`src/rtl/core/cmmp_pkg.sv`:
```
// Shared types and constants for the crop, mirror and mean-subtract block.
package cmmp_pkg;

  // Field widths fixed by the interface
  localparam int DIM_W   = 9;
  localparam int COORD_W = 8;
  localparam int PIX_W   = 8;
  localparam int IDX_W   = 18;
  localparam int VAL_W   = 10;
  localparam int SHIFT_W = 6;
  localparam int NCHAN   = 3;
  localparam int REG_W   = 3;
  localparam int DATA_W  = 24;

  // Mode bit positions
  localparam int MODE_MIRROR = 0;
  localparam int MODE_PAD    = 1;
  localparam int MODE_SHIFT  = 2;

  // Register map
  typedef enum logic [REG_W-1:0] {
    REG_OUT_HEIGHT  = 3'd0,
    REG_OUT_WIDTH   = 3'd1,
    REG_ROW_OFFSET  = 3'd2,
    REG_COL_OFFSET  = 3'd3,
    REG_MODE_BITS   = 3'd4,
    REG_MEAN_PIXEL  = 3'd5,
    REG_COLOR_SHIFT = 3'd6
  } reg_idx_t;

  // Configuration register bank
  typedef struct packed {
    logic [DIM_W-1:0]         out_height;
    logic [DIM_W-1:0]         out_width;
    logic [COORD_W-1:0]       row_offset;
    logic [COORD_W-1:0]       col_offset;
    logic [2:0]               mode_bits;
    logic [NCHAN*PIX_W-1:0]   mean_pixel;
    logic [NCHAN*SHIFT_W-1:0] color_shift;
  } cfg_t;

  // One source pixel request
  typedef struct packed {
    logic [COORD_W-1:0]          src_row;
    logic [COORD_W-1:0]          src_col;
    logic [NCHAN-1:0][PIX_W-1:0] chan;
  } pixel_t;

  // The three channel results of one pixel
  typedef struct packed {
    logic [NCHAN-1:0][IDX_W-1:0] idx;
    logic [NCHAN-1:0][VAL_W-1:0] val;
  } result_t;

endpackage

```
`src/rtl/core/cmmp_calc.sv`:
```
// Window test, planar index and mean subtraction for one pixel.
module cmmp_calc
  import cmmp_pkg::*;
#(
  parameter int MAX_DIM    = 256,
  parameter int PAD_PIXELS = 4
) (
  input  cfg_t    cfg,
  input  pixel_t  pix,
  output logic    hit,
  output result_t res
);

  // Sizes above the register range cannot be reached, so clamp to what fits
  localparam int DIM_MAX_REG = (1 << DIM_W) - 1;
  localparam int CLAMP       = (MAX_DIM > DIM_MAX_REG) ? DIM_MAX_REG : MAX_DIM;
  localparam logic [DIM_W-1:0] CLAMP_V = DIM_W'(CLAMP);
  localparam logic [DIM_W-1:0] PAD_V   = DIM_W'(PAD_PIXELS);

  logic [DIM_W-1:0] hs, ws;
  logic [DIM_W-1:0] pr, pc;
  logic [DIM_W-1:0] h, w, col;
  logic [IDX_W-1:0] base, plane;
  logic [VAL_W-1:0] shift_ext;

  // Clamped output size
  assign hs = (32'(cfg.out_height) > CLAMP) ? CLAMP_V : cfg.out_height;
  assign ws = (32'(cfg.out_width) > CLAMP) ? CLAMP_V : cfg.out_width;

  // Padded coordinates and window-relative position
  assign pr = {1'b0, pix.src_row} + (cfg.mode_bits[MODE_PAD] ? PAD_V : '0);
  assign pc = {1'b0, pix.src_col} + (cfg.mode_bits[MODE_PAD] ? PAD_V : '0);
  assign h  = pr - {1'b0, cfg.row_offset};
  assign w  = pc - {1'b0, cfg.col_offset};

  assign hit = (pr >= {1'b0, cfg.row_offset}) && (pc >= {1'b0, cfg.col_offset}) &&
               (h < hs) && (w < ws);

  // Mirrored column when asked
  assign col = cfg.mode_bits[MODE_MIRROR] ? (ws - 9'd1 - w) : w;

  // Row-major offset within a plane and the plane size, modulo the index width
  assign base  = IDX_W'(h) * IDX_W'(ws) + IDX_W'(col);
  assign plane = IDX_W'(hs) * IDX_W'(ws);

  // Per-channel index and value
  always_comb begin
    shift_ext = '0;
    for (int c = 0; c < NCHAN; c++) begin
      res.idx[c] = base + IDX_W'(c) * plane;
      shift_ext  = {{(VAL_W-SHIFT_W){cfg.color_shift[SHIFT_W*c + SHIFT_W-1]}},
                    cfg.color_shift[SHIFT_W*c +: SHIFT_W]};
      res.val[c] = VAL_W'(pix.chan[c]) - VAL_W'(cfg.mean_pixel[PIX_W*c +: PIX_W]) +
                   (cfg.mode_bits[MODE_SHIFT] ? shift_ext : '0);
    end
  end

endmodule

```
`src/rtl/core/crop_mirror_mean_planarize_top.sv`:
```
// Top level: crop window, mirror and mean subtraction with planar output.
//
// Each source pixel request (row, column, three interleaved channel bytes) is
// registered, tested against the crop window and turned into its three planar
// results, then held in a result register. A pixel inside the window leaves as
// three results in turn, channel 0 first, as the result port takes them, so
// the single result port sets the rate at which such pixels pass; a pixel
// outside the window gives no result and leaves the input register without
// waiting on the result register. The first result is offered once the pixel
// has passed the input register and the result register. A new request can be
// taken while earlier results still wait; a hit then stalls in the input register.
// Configuration registers are written one a cycle and are always ready.
module crop_mirror_mean_planarize_top
  import cmmp_pkg::*;
#(
  parameter int MAX_DIM    = 256,
  parameter int PAD_PIXELS = 4
) (
  input  logic                     clk,
  input  logic                     rst,
  // Configuration write
  input  logic                     cfg_valid,
  output logic                     cfg_ready,
  input  logic [REG_W-1:0]         cfg_index,
  input  logic [DATA_W-1:0]        cfg_data,
  // Pixel requests
  input  logic                     pix_valid,
  output logic                     pix_stall,
  input  logic [COORD_W-1:0]       src_row,
  input  logic [COORD_W-1:0]       src_col,
  input  logic [PIX_W-1:0]         chan0,
  input  logic [PIX_W-1:0]         chan1,
  input  logic [PIX_W-1:0]         chan2,
  // Results
  output logic                     res_valid,
  input  logic                     res_stall,
  output logic [IDX_W-1:0]         dest_index,
  output logic signed [VAL_W-1:0]  out_value,
  output logic                     last_of_pixel
);

  cfg_t    cfg;
  logic    in_valid;
  pixel_t  in_pix;
  logic    calc_hit;
  result_t calc_res;
  logic    held_valid;
  result_t held_res;
  logic [1:0] sel;
  logic    held_drain, held_ready, in_adv;

  // Configuration registers
  assign cfg_ready = 1'b1;

  always_ff @(posedge clk) begin
    if (rst) begin
      cfg.out_height  <= 9'd256;
      cfg.out_width   <= 9'd256;
      cfg.row_offset  <= '0;
      cfg.col_offset  <= '0;
      cfg.mode_bits   <= '0;
      cfg.mean_pixel  <= '0;
      cfg.color_shift <= '0;
    end else if (cfg_valid && cfg_ready) begin
      unique case (cfg_index)
        REG_OUT_HEIGHT:  cfg.out_height  <= cfg_data[DIM_W-1:0];
        REG_OUT_WIDTH:   cfg.out_width   <= cfg_data[DIM_W-1:0];
        REG_ROW_OFFSET:  cfg.row_offset  <= cfg_data[COORD_W-1:0];
        REG_COL_OFFSET:  cfg.col_offset  <= cfg_data[COORD_W-1:0];
        REG_MODE_BITS:   cfg.mode_bits   <= cfg_data[2:0];
        REG_MEAN_PIXEL:  cfg.mean_pixel  <= cfg_data[NCHAN*PIX_W-1:0];
        REG_COLOR_SHIFT: cfg.color_shift <= cfg_data[NCHAN*SHIFT_W-1:0];
        default: ;
      endcase
    end
  end

  // Flow control: the result register frees on the last channel taken,
  // a pixel outside the window leaves the input register without it
  assign held_drain = held_valid && !res_stall && (sel == 2'd2);
  assign held_ready = !held_valid || held_drain;
  assign in_adv     = in_valid && (held_ready || !calc_hit);
  assign pix_stall  = in_valid && !in_adv;

  // Input register
  always_ff @(posedge clk) begin
    if (rst) begin
      in_valid <= 1'b0;
    end else if (!pix_stall) begin
      in_valid <= pix_valid;
    end
  end

  always_ff @(posedge clk) begin
    if (pix_valid && !pix_stall) begin
      in_pix.src_row <= src_row;
      in_pix.src_col <= src_col;
      in_pix.chan    <= {chan2, chan1, chan0};
    end
  end

  cmmp_calc #(
    .MAX_DIM    (MAX_DIM),
    .PAD_PIXELS (PAD_PIXELS)
  ) u_calc (
    .cfg (cfg),
    .pix (in_pix),
    .hit (calc_hit),
    .res (calc_res)
  );

  // Result register and channel select
  always_ff @(posedge clk) begin
    if (rst) begin
      held_valid <= 1'b0;
      sel        <= '0;
    end else begin
      if (held_ready) begin
        held_valid <= in_valid && calc_hit;
      end
      if (held_valid && !res_stall) begin
        sel <= (sel == 2'd2) ? 2'd0 : sel + 2'd1;
      end
    end
  end

  always_ff @(posedge clk) begin
    if (held_ready && in_valid && calc_hit) begin
      held_res <= calc_res;
    end
  end

  // Result port
  assign res_valid     = held_valid;
  assign dest_index    = held_res.idx[sel];
  assign out_value     = held_res.val[sel];
  assign last_of_pixel = (sel == 2'd2);

endmodule
```
`config.mk`:
```
export PLATFORM = sky130hd
export DESIGN_NAME = crop_mirror_mean_planarize_top
export DESIGN_NICKNAME = d
export VERILOG_FILES = /design/src/rtl/core/cmmp_pkg.sv /design/src/rtl/core/cmmp_calc.sv /design/src/rtl/core/crop_mirror_mean_planarize_top.sv
export SDC_FILE = /design/constraint.sdc
export NUM_CORES = 1
export LEC_CHECK = 0
export ABC_AREA = 0
export BUFFER_PORTS_ARGS = -buffer_cell sky130_fd_sc_hd__clkbuf_2
export CAP_MARGIN = 25
export CORE_MARGIN = 1
export CORE_UTILIZATION = 50
export CTS_BUF_LIST = sky130_fd_sc_hd__clkbuf_8
export DETAILED_ROUTE_END_ITERATION = 12
export GPL_TIMING_DRIVEN = 0
export PLACE_DENSITY = 0.68
export SETUP_SLACK_MARGIN = 0.5
export SYNTH_ARGS = -nofsm -noshare
export SYNTH_HDL_FRONTEND = slang
export SYNTH_SLANG_ARGS = --single-unit
```
`constraint.sdc`:
```
create_clock -name clk -period 21.7 [get_ports clk]
set_input_delay 1.085 -clock clk [delete_from_list [all_inputs] [get_ports clk]]
set_output_delay 1.085 -clock clk [all_outputs]
set_load 0.05 [all_outputs]
```
# Yosys cells after proc, flatten, opt, wreduce, memory -nomap -nowiden
# Cells that the tools add are included.
# W data, S select, Z words.
# classes
n_addsub	16
multipliers	2
magnitude_cmp	7
n_eq_ne	7
n_mux	12
reduce_logical	26
# ops
op	n
$mux W10	4
$add A18 B18 Y18	2
$bmux W18 S2	1
$mul A9 B9 Y18	2
$add A10 B10 Y10	3
$mux W9	3
$sub A8 B8 Y9	3
$bmux W10 S2	1
$add A18 B9 Y18	1
$add A8 B9 Y9	2
$ge A9 B8 Y1	2
$gt A9 B9 Y1 const B	2
$lt A9 B9 Y1	2
$mux W18	1
$sub A9 B8 Y9	2
$reduce_and A2 Y1	7
$logic_and A1 B1 Y1	11
$eq A3 B3 Y1 const B	3
$sub A9 B1 Y9 const B	1
$sub A9 B9 Y9	1
$eq A3 B2 Y1 const B	2
$logic_not A1 Y1	5
$eq A3 B1 Y1 const B	1
$logic_not A3 Y1	1
other kinds (6)	7
# word_totals
regBits	207
inputBits	72
output_inout_bits	32

# Logic depth before layout (Yosys ltp)
# depth
depth_word	13
ltp_mapped	36

# Modules after synthesis
# Synthesis repeated with hierarchy kept, for this count alone.
# unflattened
cells_unflattened	1934
area_unflattened_um2	18027.3
# modules_own_cells
mod	instances	cells_each	area_per_inst_um2	seq_area_each_um2
cmmp_calc	1	1360	10639.0	0.0
crop_mirror_mean_planarize_top	1	574	7388.3	5385.2

# Worst setup path after synthesis
# No wires, ideal clock.
# synth_timing
path_type	register to register
start	register in_pix[34] (netlist bit)
end	register held_res[0] (netlist bit) (enable)
setup_ns	0.759
arrival_time_ns	11.310
required_time_ns	20.941
path_slack_ns	9.631
stages_incl_launch_ff	17
synth_period_minus_slack_ns	12.069
path_cell_list	edfxtp_1 > ha_1 > ha_1 > ha_1 > inv_1 > a21oi_1 > o21ai_1 > a21boi_0 > o21ai_1 > nand2_1 > xnor2_1 > inv_1 > ha_1 > o21ai_0 > a21oi_1 > o21a_1 > nor4b_1
# synth_between
elab_chain_cells	6
elab_cells_between_ends	8
classes_between	add/sub (2); order compare (2); reduce/logical (4)
# synth_lines
element	line_no	text
start: declaration	crop_mirror_mean_planarize_top.sv:44	pixel_t in_pix;
$add A8 B9 Y9 *	cmmp_calc.sv:31	assign pr = {1'b0, pix.src_row} + (cfg.mode_bits[MODE_PAD] ? PAD_V : '0);
$sub A9 B8 Y9 or $ge A9 B8 Y1 (tied branches)	cmmp_calc.sv:33, cmmp_calc.sv:36	
$lt A9 B9 Y1 or $logic_and A1 B1 Y1 (tied branches)	cmmp_calc.sv:37, cmmp_calc.sv:36	
$logic_and A1 B1 Y1 *	cmmp_calc.sv:36	assign hit = (pr >= {1'b0, cfg.row_offset}) && (pc >= {1'b0, cfg.col_offset}) &&
$logic_and A1 B1 Y1 *	cmmp_calc.sv:37	(h < hs) && (w < ws);
$logic_and A1 B1 Y1 *	crop_mirror_mean_planarize_top.sv:128	if (held_ready && in_valid && calc_hit) begin
end signal: assignment	crop_mirror_mean_planarize_top.sv:129	held_res <= calc_res;
end: declaration	crop_mirror_mean_planarize_top.sv:48	result_t held_res;
# Every way passes the cells marked *; elsewhere a longest branch is shown, timed or not.
# A chain may end at the register's enable or synchronous reset.

==> summary.md <==
| Metric | Value |
|---|---|
| Routed wire length | `41800 um` |
| Remaining max-slew budget at the tightest pin | `34.9%` |
| Port buffer count | `100` |
| First drt pass iteration count | `5` |
| Total of fill cells in the finished design | `3142` |
| Number of flops mapped to enable cells by yosys | `123` |
| Slew @ Worst Pin | `0.965 ns` |
| Power density over the cells | `51.8 mW/mm2` |
| Pleak | `8.70 nW` |
| Max Slew Vio Count | `0` |
| Via count of the first global-routing pass | `13800` |
| Ratio of routed vias to standard cells | `5.28` |
| Combined flip-flop and latch cell area | `0.00536 mm2` |
| Max Fanout on Critical Path | `7` |
| Worst path buffer plus inverter count | `3` |
| Most common flop cell mapped by yosys | `sky130_fd_sc_hd__edfxtp_1` |
| Share of the clock period used by the worst path after layout | `42.5%` |
| Maximum ir drop on the vdd rail | `0.0477 mV` |
| Total number of H-tree levels | `2` |
| Critical path endpoint category | `flip-flop` |
| Layout Skew | `0.0363 ns` |
| Final-layout worst hold slack | `0.446 ns` |
| Top cells by area in the synthesized netlist | `sky130_fd_sc_hd__edfxtp_1, sky130_fd_sc_hd__ha_1, sky130_fd_sc_hd__fa_1, sky130_fd_sc_hd__dfxtp_1, sky130_fd_sc_hd__nand2_1` |
| Met2 track utilization from global routing | `41.3%` |
| Area taken by multi-input logic gates | `0.0112 mm2` |
| Vias | `13600` |
| CTS tree | `yes` |
| Launching instance or port of the critical path | `in_pix[34]$_DFFE_PP_` |
| Result of the run | `finished, final reports clean` |
| Effective utilization at floorplan | `51.1%` |
| Critical path's largest stage delay | `0.63 ns` |
| Yosys top cell area share | `20.8%` |
| Total gr overflow | `0` |
| Antenna violations before repair | `0` |
| DRC violations left | `0` |
| Gate count after technology mapping | `1944` |
| Worst Path Required | `22.01 ns` |
| Setup Fix Bufs, Post-CTS | `0` |
| FP Rows | `68` |
| Count of endpoints failing setup in the final report | `0` |
| Max-cap check violation count | `0` |
| Hold Path Origin | `cfg[5]$_SDFFE_PP0P_` |
| Final standard cell utilization of the core | `56.5%` |
| GRT Util Overall | `23.8%` |
| Type of the setup path with the least slack | `reg2reg` |
| Async S/R FF share, synth | `0%` |
| Post-synthesis instance area | `0.0177 mm2` |
| Core Area | `0.0347 mm2` |
| Met1 routing resource usage after global routing | `30.2%` |
| CTS Hold Bufs | `0` |
| Number of flip-flops and latches in the synthesized netlist | `206` |
| Number of inserted diodes | `0` |
| Cell Area, Placed | `0.0189 mm2` |
| Synthesized net count | `2351` |
| Post-route standard cell area excluding fillers | `0.0196 mm2` |
| Most common library cell in the layout ignoring fill and taps | `sky130_fd_sc_hd__nand2_1` |
| Number of buffers created by CTS | `38` |
| Clock transition at the register clock pins on the worst setup and hold paths after CTS | `0.06 ns` |
| Number of sinks driven by the clock tree | `206` |
| Final hold vios | `0` |
| Per-cell routed wire length | `16.2 um` |
| RR Startpoint | `in_pix[34]$_DFFE_PP_` |
| Cell with the largest stage delay on the worst path | `sky130_fd_sc_hd__a211oi_1` |
| Peak Freq | `108 MHz` |
| Warnings from Yosys | `0` |
| Layout area overhead | `10.7%` |
| Vertical extent of the die | `190 um` |
| Number of antenna-violating nets in the routed design | `0` |
| DRC violation total after the first TritonRoute iteration | `655` |
| X dimension of the die | `190 um` |
| TNS Setup | `0 ns` |
| Final HPWL from detailed placement | `34000 um` |
| CP startpoint kind | `flip-flop` |
| Syn avg cell area | `9.12 um2` |
| Sequential area share after synthesis | `30.2%` |
| Worst skew pair latency | `0.58 ns` |
| Met3 track demand over resource in global routing | `3.26%` |
| Die Footprint | `0.0362 mm2` |
| Placer Congestion | `0.930` |
| Top library cells by usage in the layout, fill and taps aside | `sky130_fd_sc_hd__nand2_1, sky130_fd_sc_hd__inv_1, sky130_fd_sc_hd__ha_1` |
| Number of buffers on the longest clock path | `3` |
| Post-layout min period | `9.23 ns` |
| Fraction of final layout cells sized beyond drive strength 1 | `8.91%` |
| Worst endpoint data arrival time | `9.54 ns` |
| Library cell with the largest summed area after synthesis | `sky130_fd_sc_hd__edfxtp_1` |
| Most heavily used metal layer in global routing | `met2` |
| Count of cell types in the netlist | `68` |
| CTS root buf | `sky130_fd_sc_hd__clkbuf_8` |
| Largest net degree at the start of global routing | `33` |
| Class of the worst hold path | `reg2reg` |
| Family with the most delay on the worst path | `adder cells` |
| Unrepaired setup endpoints after global routing | `no` |
| Post_cts resized | `0` |
| Wire length of the first global-routing pass | `67900 um` |
| Nets | `2502` |
| Ports | `104` |
-- flip-flops by register name, indices dropped and copies added (netlist names) --
signal	count
in_valid	1
in_pix	40
sel	2
cfg	79
res_valid	1
held_res	83
-- cell families after synthesis --
family,synth area share [%]
AO/OA/AOI/OAI,12.1
other,0.0211
XOR/XNOR,6.22
buffers and inverters,6.52
flip-flops,30.2
adder cells (fa/ha/maj),28.5
multiplexers,1.98
AND/OR/NAND/NOR,14.4
-- worst paths after layout --
| path | depth (start not counted) | to | slack [ns] |
|---|---|---|---|
| setup / recovery | 32 | held_res[64]$_DFFE_PP_ | 12.47 |
| hold / removal | 2 | cfg[5]$_SDFFE_PP0P_ | 0.45 |
| setup reg to reg | 32 | held_res[64]$_DFFE_PP_ | 12.47 |
| hold reg to reg | 2 | cfg[5]$_SDFFE_PP0P_ | 0.45 |
-- through the flow --
stage | cells | power [mW] | setup slack [ns]
after floorplan | 1944 | 0.610 | 9.63
after global routing | 2577 | 1.07 | 12.04
after CTS | 2577 | 1.03 | 12.57
after global placement | 2499 | 0.666 | 5.45
final | 2577 | 1.02 | 12.47
after detailed placement | 2510 | 0.671 | 12.56
-- cell usage after synthesis (3+ instances only) --
cell type                   instances
sky130_fd_sc_hd__buf_1              3
sky130_fd_sc_hd__o21ai_0           67
sky130_fd_sc_hd__and2_1            28
sky130_fd_sc_hd__a21boi_0           7
sky130_fd_sc_hd__a31oi_1            4
sky130_fd_sc_hd__o211ai_1           9
sky130_fd_sc_hd__o21ai_1            7
sky130_fd_sc_hd__nand2_1          304
sky130_fd_sc_hd__inv_1            253
sky130_fd_sc_hd__nand4_1            4
sky130_fd_sc_hd__a21o_1            21
sky130_fd_sc_hd__nand2b_1          13
sky130_fd_sc_hd__ha_1             219
sky130_fd_sc_hd__xnor2_1           94
sky130_fd_sc_hd__a21oi_2            4
sky130_fd_sc_hd__o21bai_1          27
sky130_fd_sc_hd__or2_2              4
sky130_fd_sc_hd__a21oi_1          154
sky130_fd_sc_hd__nor3_1            24
sky130_fd_sc_hd__clkbuf_1          47
sky130_fd_sc_hd__a2111oi_0          3
sky130_fd_sc_hd__nor2_1           132
sky130_fd_sc_hd__mux2i_1           34
sky130_fd_sc_hd__dfxtp_1           83
sky130_fd_sc_hd__edfxtp_1         123
sky130_fd_sc_hd__xor2_1            30
sky130_fd_sc_hd__a211o_1            4
sky130_fd_sc_hd__and3_1            10
sky130_fd_sc_hd__or3_1              5
sky130_fd_sc_hd__fa_1             116
sky130_fd_sc_hd__a211oi_1           5
sky130_fd_sc_hd__nor2b_1           32
sky130_fd_sc_hd__o21a_1             9
sky130_fd_sc_hd__o41ai_1            5
sky130_fd_sc_hd__nand3_1           20
-- tightest hold or removal path: cells and delay by family, from the launching register on --
family / cells / cell delay, ns
compound gates: 1 / 0.05
flops: 1 / 0.30
simple gates: 1 / 0.05
-- layout make-up --
cell class                      count  share of cell area (%)
Tap cell                          455                    2.90
Clock buffer                       41                    2.88
Timing Repair Buffer              111                    3.05
Sequential cell                   206                    27.3
Inverter                          256                    4.90
Clock inverter                     26                   0.765
Multi-Input combinational cell   1431                    57.2
Buffer                             51                   0.995
-- layer usage --
metal / wire, um / up-vias
li1: - / 6764
met1: 18500 / 6453
met2: 20000 / 318
met3: 2010 / 76
met4: 1290 / 0
met5: 0 / -
-- power by group --
group          total [mW]  switching (mW)  internal, mW  leakage [nW]
logic               0.222           0.140        0.0826          6.46
registers           0.442         0.00579         0.437          1.82
clock network       0.353           0.165         0.188         0.420
total                1.02           0.310         0.707          8.70
No activity file was read; power rests on OpenSTA's default activity.
